<file path="src/rsum_pkg.sv">
`timescale 1ns / 1ps
// ----------------------------------------------------------------------------
// Range sum partition package
// Shared field widths, command codes and the structs passed between units.
// ----------------------------------------------------------------------------
package rsum_pkg;

   // Width of every payload field and configuration register.
   localparam int FIELD_W = 7;

   // Configuration register indexes.
   localparam int CSR_IDX_W = 1;
   localparam logic [CSR_IDX_W-1:0] CSR_MIN_PART = 1'b0;
   localparam logic [CSR_IDX_W-1:0] CSR_MAX_PART = 1'b1;

   // Command classes produced by the front end.
   localparam int KIND_W = 2;
   localparam logic [KIND_W-1:0] KIND_FAIL   = 2'd0;
   localparam logic [KIND_W-1:0] KIND_SINGLE = 2'd1;
   localparam logic [KIND_W-1:0] KIND_REPEAT = 2'd2;
   localparam logic [KIND_W-1:0] KIND_TABLE  = 2'd3;

   // Command queue depth.
   localparam int Q_DEPTH = 2;
   localparam int Q_PTR_W = $clog2(Q_DEPTH);
   localparam int Q_CNT_W = $clog2(Q_DEPTH + 1);

   // One classified item, as handed from the front end to the back end.
   typedef struct packed {
      logic [KIND_W-1:0]  kind;
      logic [FIELD_W-1:0] target;
      logic [FIELD_W-1:0] lo;
      logic [FIELD_W-1:0] hi;
   } cmd_type;

   // Queue occupancy flags.
   typedef struct packed {
      logic empty;
      logic full;
   } q_status_type;

   // One result transfer.
   typedef struct packed {
      logic               valid;
      logic [FIELD_W-1:0] part;
      logic               last;
      logic               ok;
   } rsp_type;

endpackage

</file>
<file path="src/rsum_ram.sv">
`timescale 1ns / 1ps
// ----------------------------------------------------------------------------
// Generic RAM
// One write port and one read port with registered read data.
// ----------------------------------------------------------------------------
module rsum_ram #(
   parameter int WIDTH = 7,
   parameter int DEPTH = 65
) (
   input  logic                     clock,
   input  logic                     wr_en,
   input  logic [$clog2(DEPTH)-1:0] wr_addr,
   input  logic [WIDTH-1:0]         wr_data,
   input  logic [$clog2(DEPTH)-1:0] rd_addr,
   output logic [WIDTH-1:0]         rd_data
);

   logic [WIDTH-1:0] mem [DEPTH];
   logic [WIDTH-1:0] rd_data_ff;

   // Write port.
   always_ff @(posedge clock) begin
      if (wr_en) begin
         mem[wr_addr] <= wr_data;
      end
   end

   // Registered read port.
   always_ff @(posedge clock) begin
      rd_data_ff <= mem[rd_addr];
   end

   assign rd_data = rd_data_ff;

endmodule

</file>
<file path="src/rsum_front.sv">
`timescale 1ns / 1ps
// ----------------------------------------------------------------------------
// Range sum partition front end
// Classifies an incoming target against the part limits into a command.
// ----------------------------------------------------------------------------
module rsum_front #(
   parameter int MAX_TARGET = 64
) (
   input  logic [rsum_pkg::FIELD_W-1:0] target,
   input  logic [rsum_pkg::FIELD_W-1:0] min_part,
   input  logic [rsum_pkg::FIELD_W-1:0] max_part,
   output rsum_pkg::cmd_type            cmd
);
   import rsum_pkg::*;

   logic [FIELD_W-1:0] lo;
   logic               fail;

   // A zero minimum behaves as a minimum of one.
   assign lo = (min_part == '0) ? FIELD_W'(1) : min_part;

   assign fail = (target == '0) || (target > FIELD_W'(MAX_TARGET)) ||
                 (target < lo) || (max_part < lo);

   // Order matters: a failure wins, then a single part, then the two split modes.
   always_comb begin
      cmd.target = target;
      cmd.lo     = lo;
      cmd.hi     = max_part;
      priority if (fail) begin
         cmd.kind = KIND_FAIL;
      end else if (target <= max_part) begin
         cmd.kind = KIND_SINGLE;
      end else if (lo == FIELD_W'(1)) begin
         cmd.kind = KIND_REPEAT;
      end else begin
         cmd.kind = KIND_TABLE;
      end
   end

endmodule

</file>
<file path="src/rsum_queue.sv">
`timescale 1ns / 1ps
// ----------------------------------------------------------------------------
// Range sum partition command queue
// Short FIFO that decouples the front end from the back end.
// ----------------------------------------------------------------------------
module rsum_queue (
   input  logic                   clock,
   input  logic                   reset,
   input  logic                   push,
   input  rsum_pkg::cmd_type      push_cmd,
   input  logic                   pop,
   output rsum_pkg::cmd_type      head,
   output rsum_pkg::q_status_type status
);
   import rsum_pkg::*;

   cmd_type             entries_ff [Q_DEPTH];
   logic [Q_PTR_W-1:0]  wr_ptr_ff;
   logic [Q_PTR_W-1:0]  wr_ptr_in;
   logic [Q_PTR_W-1:0]  rd_ptr_ff;
   logic [Q_PTR_W-1:0]  rd_ptr_in;
   logic [Q_CNT_W-1:0]  count_ff;
   logic [Q_CNT_W-1:0]  count_in;

   // Pointer and count updates.
   always_comb begin
      wr_ptr_in = wr_ptr_ff;
      rd_ptr_in = rd_ptr_ff;
      count_in  = count_ff;
      if (push) begin
         wr_ptr_in = (wr_ptr_ff == Q_PTR_W'(Q_DEPTH - 1)) ? '0 : wr_ptr_ff + 1'b1;
      end
      if (pop) begin
         rd_ptr_in = (rd_ptr_ff == Q_PTR_W'(Q_DEPTH - 1)) ? '0 : rd_ptr_ff + 1'b1;
      end
      if (push && !pop) begin
         count_in = count_ff + 1'b1;
      end else if (pop && !push) begin
         count_in = count_ff - 1'b1;
      end
   end

   always_ff @(posedge clock) begin
      if (reset) begin
         wr_ptr_ff <= '0;
         rd_ptr_ff <= '0;
         count_ff  <= '0;
      end else begin
         wr_ptr_ff <= wr_ptr_in;
         rd_ptr_ff <= rd_ptr_in;
         count_ff  <= count_in;
      end
   end

   // Entry storage needs no reset.
   always_ff @(posedge clock) begin
      if (push) begin
         entries_ff[wr_ptr_ff] <= push_cmd;
      end
   end

   assign head         = entries_ff[rd_ptr_ff];
   assign status.empty = (count_ff == '0);
   assign status.full  = (count_ff == Q_CNT_W'(Q_DEPTH));

endmodule

</file>
<file path="src/rsum_back.sv">
`timescale 1ns / 1ps
// ----------------------------------------------------------------------------
// Range sum partition back end
// Executes one command at a time: direct results, repeated maximum parts,
// or a coin-change table fill followed by a read back of the parts or a failure.
// ----------------------------------------------------------------------------
module rsum_back #(
   parameter int MAX_TARGET = 64
) (
   input  logic                   clock,
   input  logic                   reset,
   input  rsum_pkg::cmd_type      cmd,
   input  rsum_pkg::q_status_type q_status,
   output logic                   pop,
   output rsum_pkg::rsp_type      rsp
);
   import rsum_pkg::*;

   localparam int IDX_W = $clog2(MAX_TARGET + 1);

   localparam logic [2:0] S_IDLE  = 3'd0;
   localparam logic [2:0] S_REP   = 3'd1;
   localparam logic [2:0] S_FILL  = 3'd2;
   localparam logic [2:0] S_CHECK = 3'd3;
   localparam logic [2:0] S_RD    = 3'd4;
   localparam logic [2:0] S_OUT   = 3'd5;

   logic [2:0]          state_ff;
   logic [2:0]          state_in;
   logic [MAX_TARGET:0] reach_ff;
   logic [MAX_TARGET:0] reach_in;
   logic [IDX_W-1:0]    idx_i_ff;
   logic [IDX_W-1:0]    idx_i_in;
   logic [IDX_W-1:0]    idx_j_ff;
   logic [IDX_W-1:0]    idx_j_in;
   logic [IDX_W-1:0]    tgt_ff;
   logic [IDX_W-1:0]    tgt_in;
   logic [IDX_W-1:0]    pos_ff;
   logic [IDX_W-1:0]    pos_in;
   logic [FIELD_W-1:0]  hi_ff;
   logic [FIELD_W-1:0]  hi_in;
   logic [FIELD_W-1:0]  rem_ff;
   logic [FIELD_W-1:0]  rem_in;
   rsp_type             rsp_ff;
   rsp_type             rsp_in;

   logic [IDX_W-1:0]    diff;
   logic                hit;
   logic [FIELD_W-1:0]  rd_data;
   logic [IDX_W-1:0]    part_idx;
   logic [IDX_W-1:0]    pos_next;
   logic [FIELD_W-1:0]  rem_next;

   // Table fill: sum j is reachable with part i when sum j-i already is.
   assign diff = idx_j_ff - idx_i_ff;
   assign hit  = (state_ff == S_FILL) && reach_ff[diff];

   // Read back and repeat helpers.
   assign part_idx = rd_data[IDX_W-1:0];
   assign pos_next = pos_ff - part_idx;
   assign rem_next = rem_ff - hi_ff;

   assign pop = (state_ff == S_IDLE) && !q_status.empty;

   rsum_ram #(
      .WIDTH(FIELD_W),
      .DEPTH(MAX_TARGET + 1)
   ) u_table (
      .clock  (clock),
      .wr_en  (hit),
      .wr_addr(idx_j_ff),
      .wr_data(FIELD_W'(idx_i_ff)),
      .rd_addr(pos_ff),
      .rd_data(rd_data)
   );

   // Sequencer.
   always_comb begin
      state_in   = state_ff;
      reach_in   = reach_ff;
      idx_i_in   = idx_i_ff;
      idx_j_in   = idx_j_ff;
      tgt_in     = tgt_ff;
      pos_in     = pos_ff;
      hi_in      = hi_ff;
      rem_in     = rem_ff;
      rsp_in     = '0;
      unique case (state_ff)
         S_IDLE: begin
            if (pop) begin
               unique case (cmd.kind)
                  KIND_FAIL: begin
                     rsp_in.valid = 1'b1;
                     rsp_in.last  = 1'b1;
                  end
                  KIND_SINGLE: begin
                     rsp_in.valid = 1'b1;
                     rsp_in.part  = cmd.target;
                     rsp_in.last  = 1'b1;
                     rsp_in.ok    = 1'b1;
                  end
                  KIND_REPEAT: begin
                     rem_in   = cmd.target;
                     hi_in    = cmd.hi;
                     state_in = S_REP;
                  end
                  default: begin
                     // Table case: fresh reachability with only sum zero set.
                     reach_in    = '0;
                     reach_in[0] = 1'b1;
                     idx_i_in    = cmd.lo[IDX_W-1:0];
                     idx_j_in    = cmd.lo[IDX_W-1:0];
                     tgt_in      = cmd.target[IDX_W-1:0];
                     hi_in       = cmd.hi;
                     state_in    = S_FILL;
                  end
               endcase
            end
         end
         S_REP: begin
            // Emit the maximum while it fits, then the nonzero remainder.
            rsp_in.valid = 1'b1;
            rsp_in.ok    = 1'b1;
            if (rem_ff >= hi_ff) begin
               rsp_in.part = hi_ff;
               rem_in      = rem_next;
               if (rem_next == '0) begin
                  rsp_in.last = 1'b1;
                  state_in    = S_IDLE;
               end
            end else begin
               rsp_in.part = rem_ff;
               rsp_in.last = 1'b1;
               state_in    = S_IDLE;
            end
         end
         S_FILL: begin
            if (hit) begin
               reach_in[idx_j_ff] = 1'b1;
            end
            if (idx_j_ff == tgt_ff) begin
               if (FIELD_W'(idx_i_ff) == hi_ff) begin
                  state_in = S_CHECK;
               end else begin
                  idx_i_in = idx_i_ff + 1'b1;
                  idx_j_in = idx_i_ff + 1'b1;
               end
            end else begin
               idx_j_in = idx_j_ff + 1'b1;
            end
         end
         S_CHECK: begin
            if (!reach_ff[tgt_ff]) begin
               rsp_in.valid = 1'b1;
               rsp_in.last  = 1'b1;
               state_in     = S_IDLE;
            end else begin
               pos_in   = tgt_ff;
               state_in = S_RD;
            end
         end
         S_RD: begin
            // Table address is presented; data arrives next cycle.
            state_in = S_OUT;
         end
         S_OUT: begin
            rsp_in.valid = 1'b1;
            rsp_in.part  = rd_data;
            rsp_in.ok    = 1'b1;
            pos_in       = pos_next;
            if (pos_next == '0) begin
               rsp_in.last = 1'b1;
               state_in    = S_IDLE;
            end else begin
               state_in = S_RD;
            end
         end
         default: begin
            state_in = S_IDLE;
         end
      endcase
   end

   // Control state and result register.
   always_ff @(posedge clock) begin
      if (reset) begin
         state_ff <= S_IDLE;
         reach_ff <= '0;
         rsp_ff   <= '0;
      end else begin
         state_ff <= state_in;
         reach_ff <= reach_in;
         rsp_ff   <= rsp_in;
      end
   end

   // Working registers.
   always_ff @(posedge clock) begin
      idx_i_ff    <= idx_i_in;
      idx_j_ff    <= idx_j_in;
      tgt_ff      <= tgt_in;
      pos_ff      <= pos_in;
      hi_ff       <= hi_in;
      rem_ff      <= rem_in;
   end

   assign rsp = rsp_ff;

endmodule

</file>
<file path="src/range_sum_partition.sv">
`timescale 1ns / 1ps
// ----------------------------------------------------------------------------
// Range sum partition
// Splits a target into parts between min_part and max_part, one part per
// result transfer, the final one marked by rsp_last; failures clear rsp_ok.
// ----------------------------------------------------------------------------
// A target is transferred when start is high and busy is low; busy rises only
// when the two-entry command queue is full, and min_part and max_part are
// sampled at that transfer. Each result is presented for exactly one cycle on
// rsp_valid and cannot be held off. After the back end takes a command, a
// failure or a single part appears in the cycle after; repeated maximum parts
// come one per cycle. A table split makes one table update per cycle for each
// part size i = min..max and each sum from i to the target, checks the target,
// then reads back each part, presenting the table address in S_RD and taking
// the read data in S_OUT. The fill rate is set by the single update per cycle
// in the back end and the read back by the registered read port of the table.
module range_sum_partition #(
   parameter int MAX_TARGET = 64
) (
   input  logic                           clock,
   input  logic                           reset,
   input  logic                           start,
   output logic                           busy,
   input  logic [rsum_pkg::FIELD_W-1:0]   req_target,
   output logic                           rsp_valid,
   output logic [rsum_pkg::FIELD_W-1:0]   rsp_part,
   output logic                           rsp_last,
   output logic                           rsp_ok,
   input  logic                           csr_we,
   input  logic [rsum_pkg::CSR_IDX_W-1:0] csr_index,
   input  logic [rsum_pkg::FIELD_W-1:0]   csr_wdata
);
   import rsum_pkg::*;

   logic [FIELD_W-1:0] min_part_ff;
   logic [FIELD_W-1:0] max_part_ff;
   cmd_type            front_cmd;
   cmd_type            head_cmd;
   q_status_type       q_status;
   logic               q_push;
   logic               q_pop;
   rsp_type            rsp;

   // Configuration registers.
   always_ff @(posedge clock) begin
      if (reset) begin
         min_part_ff <= FIELD_W'(1);
         max_part_ff <= FIELD_W'(1);
      end else if (csr_we) begin
         unique case (csr_index)
            CSR_MIN_PART: min_part_ff <= csr_wdata;
            CSR_MAX_PART: max_part_ff <= csr_wdata;
            default: ;
         endcase
      end
   end

   // Input transfer pushes a classified command.
   assign busy   = q_status.full;
   assign q_push = start && !busy;

   rsum_front #(
      .MAX_TARGET(MAX_TARGET)
   ) u_front (
      .target  (req_target),
      .min_part(min_part_ff),
      .max_part(max_part_ff),
      .cmd     (front_cmd)
   );

   rsum_queue u_queue (
      .clock   (clock),
      .reset   (reset),
      .push    (q_push),
      .push_cmd(front_cmd),
      .pop     (q_pop),
      .head    (head_cmd),
      .status  (q_status)
   );

   rsum_back #(
      .MAX_TARGET(MAX_TARGET)
   ) u_back (
      .clock   (clock),
      .reset   (reset),
      .cmd     (head_cmd),
      .q_status(q_status),
      .pop     (q_pop),
      .rsp     (rsp)
   );

   assign rsp_valid = rsp.valid;
   assign rsp_part  = rsp.part;
   assign rsp_last  = rsp.last;
   assign rsp_ok    = rsp.ok;

`ifndef SYNTHESIS
   // A result that is not the last one means the back end is still busy.
   a_no_pop_mid_item: assert property (@(posedge clock) disable iff (reset)
      (rsp_valid && !rsp_last) |-> !q_pop)
      else $error("command taken while an item still has results pending");

   // A failure result is a single marked transfer with a zero part.
   a_fail_shape: assert property (@(posedge clock) disable iff (reset)
      (rsp_valid && !rsp_ok) |-> (rsp_last && (rsp_part == '0)))
      else $error("malformed failure result");

   // Successful parts are nonzero and never exceed the largest target.
   a_part_range: assert property (@(posedge clock) disable iff (reset)
      (rsp_valid && rsp_ok) |->
         ((rsp_part != '0) && (rsp_part <= FIELD_W'(MAX_TARGET))))
      else $error("part out of range");

   // The back end never takes a command from an empty queue.
   a_pop_nonempty: assert property (@(posedge clock) disable iff (reset)
      q_pop |-> !q_status.empty)
      else $error("pop from empty command queue");
`endif

endmodule

</file>
<file path="config.mk">
export PLATFORM = sky130hd
export DESIGN_NAME = range_sum_partition
export DESIGN_NICKNAME = d
export VERILOG_FILES = /design/src/rsum_pkg.sv /design/src/rsum_ram.sv /design/src/rsum_front.sv /design/src/rsum_queue.sv /design/src/rsum_back.sv /design/src/range_sum_partition.sv
export SDC_FILE = /design/constraint.sdc
export NUM_CORES = 1
export LEC_CHECK = 0
export ABC_AREA = 1
export BUFFER_PORTS_ARGS = -buffer_cell sky130_fd_sc_hd__buf_2
export CORE_ASPECT_RATIO = 0.6
export CORE_MARGIN = 5
export CORE_UTILIZATION = 55
export CTS_BUF_LIST = sky130_fd_sc_hd__clkbuf_8
export DETAILED_ROUTE_END_ITERATION = 8
export PLACE_DENSITY = 0.81
export SYNTH_ARGS = -nofsm -noshare
export SYNTH_HDL_FRONTEND = slang
export SYNTH_SLANG_ARGS = --single-unit
</file>
<file path="constraint.sdc">
create_clock -name clock -period 13 [get_ports clock]
set_clock_uncertainty 0.1 [all_clocks]
set_input_delay 1.3 -clock clock [delete_from_list [all_inputs] [get_ports clock]]
set_output_delay 1.3 -clock clock [all_outputs]
set_load 0.005 [all_outputs]
</file>
Word-level counts from Yosys, hierarchy flattened
Memory sizes are Yosys's and may differ from the RTL's. A register that Yosys moved wholly into a read port is not among the register bits. Cells that the tools add are included.

Bits in registers: 138. RAM bits: 501. Bits of input ports: 19. Logic and storage cells: 159. Memories: 2.

Add/subtract/negate cells: 9. Magnitude comparators: 9. Equality and inequality tests: 23. Mux-type cells: 58. Bitwise gates (word level): 4. Reductions and logical operators: 37.

Memory list: u_back.u_table.mem (words 65, width 7, read ports 1, clocked after Yosys merged registers in 1, wr ports 1, RTL line rsum_ram.sv:18) `logic [WIDTH-1:0] mem [DEPTH];`; u_queue.entries_ff (words 2, width 23, read ports 1, clocked after Yosys merged registers in 1, wr ports 1, RTL line rsum_queue.sv:17) `cmd_type entries_ff [Q_DEPTH];`.

Operator list (number): 65-bit two-way mux (3); 65-bit case mux with 2 select lines (1); 7-bit two-way mux (11); 65-bit bitwise OR (1); 7-bit case mux with 2 select lines (4); 7-bit logical NOT (4); 7-bit by 8-bit < comparator with 1-bit output, second input constant (3); 3-bit two-way mux (7); 7-bit case mux with 3 select lines (1); 7-bit subtractor (3); 3-bit case mux with 6 select lines (1); 1-bit two-way mux (17); 7-bit by 1-bit adder with 7-bit output, second input constant (2); 1-bit binary-select mux with 7-bit select (2); 7-bit equality test (2); 7-bit < comparator (2); 2-bit != test, second input constant (7); 4-bit AND reduction (3); 10-bit two-way mux (1); 5-bit AND reduction (2); 2-bit two-way mux (4); 8-bit two-way mux (1); 2-bit nonzero test (4); 1-bit demux with 7-bit select (1); 29 further kinds (53).

Logic depth before layout (Yosys ltp)
Depth after elaboration: 7. Depth in mapped cells: 23. Depth with buffers taken out: 19.

Cells and area by module
Synthesis repeated with hierarchy kept, for this count alone.

Cell total of the unflattened synthesis: 3129. Area, all modules: 29975.0 um^2.

Modules (own cells, without submodules): rsum_ram (times used 1, cells an instance 1612, area each 18866.8 um^2, sequential area each 13803.2 um^2); rsum_back (times used 1, cells an instance 1225, area each 7962.6 um^2, sequential area each 2822.7 um^2); rsum_queue (times used 1, cells an instance 104, area each 1889.3 um^2, sequential area each 1481.4 um^2); rsum_front (times used 1, cells an instance 110, area each 693.2 um^2, sequential area each 0.0 um^2); range_sum_partition (times used 1, cells an instance 78, area each 563.0 um^2, sequential area each 280.3 um^2).

Worst setup path before layout
No wires, ideal clock.

Path type: reg-to-reg. Start point: register u_back.idx_i_ff[0]. End point: memory u_back.u_table.mem[1][0] (enable). Setup time: 380 ps. Arrival time: 3758 ps. Required time: 12520 ps. Path slack: 8762 ps. Stages on the path, launching flop included: 21. Period minus slack after synthesis: 4238 ps. Cells stage by stage: edfxtp_1 > ha_1 > inv_1 > fa_1 > buf_2 > inv_2 > buf_4 > nand3_1 > nand2_1 > nand2_1 > nand2_1 > nand2_1 > nand3_1 > nand2_1 > nand2_1 > nand3_1 > nand2_2 > nor2_4 > inv_2 > buf_2 > nor3_1.

Longest elaborated chain between the ends: 6.

RTL lines: start, declared (RTL line rsum_back.sv:32) `logic [IDX_W-1:0] idx_i_ff;`; start signal, assigned (RTL line rsum_back.sv:199) `idx_i_ff <= idx_i_in;`; 7-bit subtractor (RTL line rsum_back.sv:55) `assign diff = idx_j_ff - idx_i_ff;`; 1-bit binary-select mux with 7-bit select (RTL line rsum_back.sv:56) `assign hit = (state_ff == S_FILL) && reach_ff[diff];`; 1-bit two-way mux (implied by the code) (RTL line rsum_back.sv:56); 1-bit logical AND (RTL line rsum_back.sv:56); 1-bit two-way mux (RTL line rsum_ram.sv:23) `if (wr_en) begin`; 1-bit two-way mux (implied by the code) (RTL line rsum_ram.sv:24) `mem[wr_addr] <= wr_data;`; end, declared (RTL line rsum_ram.sv:18).

No other way between the ends. The select of a mux whose other input is x is not followed.

Final worst setup path
Start point: register u_back.idx_i_ff[0]. End point: memory u_back.u_table.mem[6][3] (enable).

The elaborated chain is that of the path after synthesis.

==> impl_results.md <==
* Switch Pwr at between 0.0015 and 0.002 W
* HP Class: flip-flop to flip-flop
* Num Clock Sinks at between 600 and 700
* Critical Path Start Type: flip-flop
* Root Driver: clkbuf_8
* Comb power frac at 0.260
* Post-Syn Area per Cell at between 10 and 15 um2
* H-tree depth at 3
* Kind of critical path: flip-flop to flip-flop
* PostCTS Resize Cnt at 0
* Switch share at 0.351
* Period utilization at 0.419
* Arr. time, crit path at between 5000 and 6000 ps
* Reg power frac at 0.471
* Post-Syn Instances at 2,867
* Ys async rst share at 0
* Synth area leaders: edfxtp_1, nand2_1, dfxtp_1
* Detailed Route WL at a little over 80,000 um
* Post-synth EDFFs at 543
* Clock latency on the worst-skew pair at between 600 and 700 ps
* Setup TNS at 0 ps
* Post-synthesis compound-gate area fraction at 0.131
* RePlAce Congestion at 1.03
* Synth warnings at 0
* Worst-case hold slack at around 350 ps
* Area share of the largest cell type after synthesis at 0.565
* Mux share of post-synthesis cell area at 0
* Synth Cell Area at 28,900 um2
* Clock network power share at 0.269
* Crit path capture type: flip-flop
* GRT Util Overall at 0.277
* Layout cells sized above 1 at 0.0753
* Sequential area share after synthesis at 0.637
* CP Max Fanout at 71
* WL/cell at 22.5 um
* First-pass iteration count of the detailed router at 6
* Row Count at 65
* Cell variety after synth at 40
* Clk slew on worst S/H paths at 70 ps
* I/O Buffers at 29
* Register bit total from synthesis at 647
* Synth-to-layout area growth at 7.45%
* Post-Synth XOR/XNOR Area at 0.0102
* Die area at about 57,000 um2
* Setup repair bufs after CTS at 0
* Clock Path Buffers at 3
* Fin util at 0.594
* Die X at just over 300 um
* CTS tree: built
* CTS Buf Count at 88
* Initial antenna violation count at 2
* Final HPWL DP at around 53,000 um
* Largest family of logic cells by synthesized area: simple AND/OR/NAND/NOR gates
* Register area at 18,400 um2
* Leakage Power at 10.9 nW
* Core Area at 52,200 um2
* Slew Limit Fails at 0
* Max-cap violations at 0
* Worst vdd ir at between 0.0001 and 0.00015 V
* Vias in the first global route at roughly 21,000
* P_int at between 0.003 and 0.004 W
* DR iter-0 viols at around 3,300
* Most used DFF post-synth: edfxtp_1
* Slew @ Worst Pin at roughly 1300 ps
* Unrepaired setup endpoints after global routing: false
* First-pass GRT wire length at 123,000 um
* Leading area contributor after synthesis: edfxtp_1
* Multi-input logic area at approximately 9100 um2
* Cts-stage hold buffer count at 0
* Antenna-violating nets left at 0
* Rel. slew slack at 0.151
* Initial Util at 0.553
* Final setup violation count at 0
* CP required at 13,180 ps
* Most common cell after layout, fill and taps aside: nand2_1
* Syn Nets at around 3,000
* Maximum clock frequency at between 0.15 and 0.2 GHz
* Adder-Cell Fraction of Synth Area at 0.0198
* DR vias at between 20,000 and 25,000
* Pin count of the biggest net entering global routing at between 100 and 150
* DRC at 0
* Synth Area in Simple Gates at 0.155
* Nets at 2,911
* Vias per cell at slightly above 6
* Die Y at between 150 and 200 um
* IO Pins at 30
* Fin crit period at 5440 ps
* Filler instances at 4,292
* Remaining Overflow, GRT at 0
* Final hold vios at 0
* Most frequent cells in the layout: nand2_1, edfxtp_1, nor2_1, o21ai_0, inv_1
* P per Cell Area at about 170 nW/um2
* Ant. Diodes at 0
* Outcome: complete, no violations
==> synth_stat cells, types with 12 or more instances <==
library cell,n
a21oi_1,135
buf_2,24
clkbuf_1,131
dfxtp_1,104
edfxtp_1,543
ha_1,41
inv_1,159
nand2_1,562
nand2_2,12
nand3_1,97
nand4_1,13
nor2_1,393
nor3_1,20
o211ai_1,18
o21ai_0,365
o221ai_1,20
o22ai_1,118
xnor2_1,14
xor2_1,16
==> critical path, cell delays in order (launching register included) <==
cell and delay, ps:
edfxtp_1 330, buf_4 720, ha_1 280, inv_1 70
fa_1 960, inv_2 290, nand3_1 190, nand2_1 80
nand2_1 60, nand2_1 50, nand2_1 50, nand2_1 50
nand2_1 50, nand3_1 70, nand3_1 100, nand2_2 80
nor2_4 100, clkinv_2 90, buf_4 350, nor3_1 910
==> stage by stage <==
| stage | cell area, um2 | setup slack (ps) | power, W | instances |
|---|---|---|---|---|
| after floorplan | 28900 | 8760 | 0.00353 | 2867 |
| after global placement | 29400 | 7800 | 0.00394 | 3461 |
| after detailed placement | 29400 | 7650 | 0.00396 | 3461 |
| after CTS | 31000 | 7620 | 0.00539 | 3623 |
| after global routing | 31000 | 7210 | 0.00567 | 3623 |
| final | 31000 | 7560 | 0.00543 | 3623 |
==> registers in the layout (all words and copies together) (netlist names), 10 cells and up, named ones only <==
signal              count
u_queue.entries_ff     46
u_back.rsp             10
u_back.u_table.mem    455
u_back.reach_ff        65
==> cell families (layout without fill, tap and decap cells) <==
logic type	after synthesis	count (layout)
AOI/OAI and AO/OA	686	686
xor gates and xnor gates	32	32
adders and majority gates	44	44
buffers and inverters	340	393
DFF	647	647
and+or+nand+nor	1118	1118
==> metal layers <==
layer | up-vias | wire, um | GRT usage
met1 | 10600 | 34800 | 0.434
met4 | 0 | 1740 | 0.0651
met3 | 144 | 12500 | 0.0946
met2 | 1581 | 32500 | 0.371
li1 | 9962 | - | -
met5 | - | 0 | 0
==> power by group through the flow <==
stage / clock network, W / registers (W) / logic [W]
finish: 0.00146 / 0.00255 / 0.00141
global route: 0.00156 / 0.00256 / 0.00154
CTS: 0.00147 / 0.00255 / 0.00137
detailed placement: 0 / 0.00259 / 0.00137
global placement: 0 / 0.00259 / 0.00135
floorplan: 0 / 0.00262 / 0.000906
==> worst paths after layout <==
path                                  start                   endpoint  slack [ps]  cells after the start
setup reg to reg         u_back.idx_i_ff[0]   u_back.u_table.mem[6][3]        7560                     19
hold / removal    u_back.u_table.mem[64][1]  u_back.u_table.rd_data[1]         350                      2
hold reg to reg   u_back.u_table.mem[64][1]  u_back.u_table.rd_data[1]         350                      2
setup / recovery         u_back.idx_i_ff[0]   u_back.u_table.mem[6][3]        7560                     19
==> area by class of cell <==
type                            count  area share
Sequential cell                   647       0.593
Multi-Input combinational cell   1880       0.295
Clock buffer                       92      0.0408
Tap cell                          703      0.0283
Inverter                          170      0.0208
Timing Repair Buffer               61      0.0124
Clock inverter                     70      0.0103
Power figures use the tool's default switching activity.
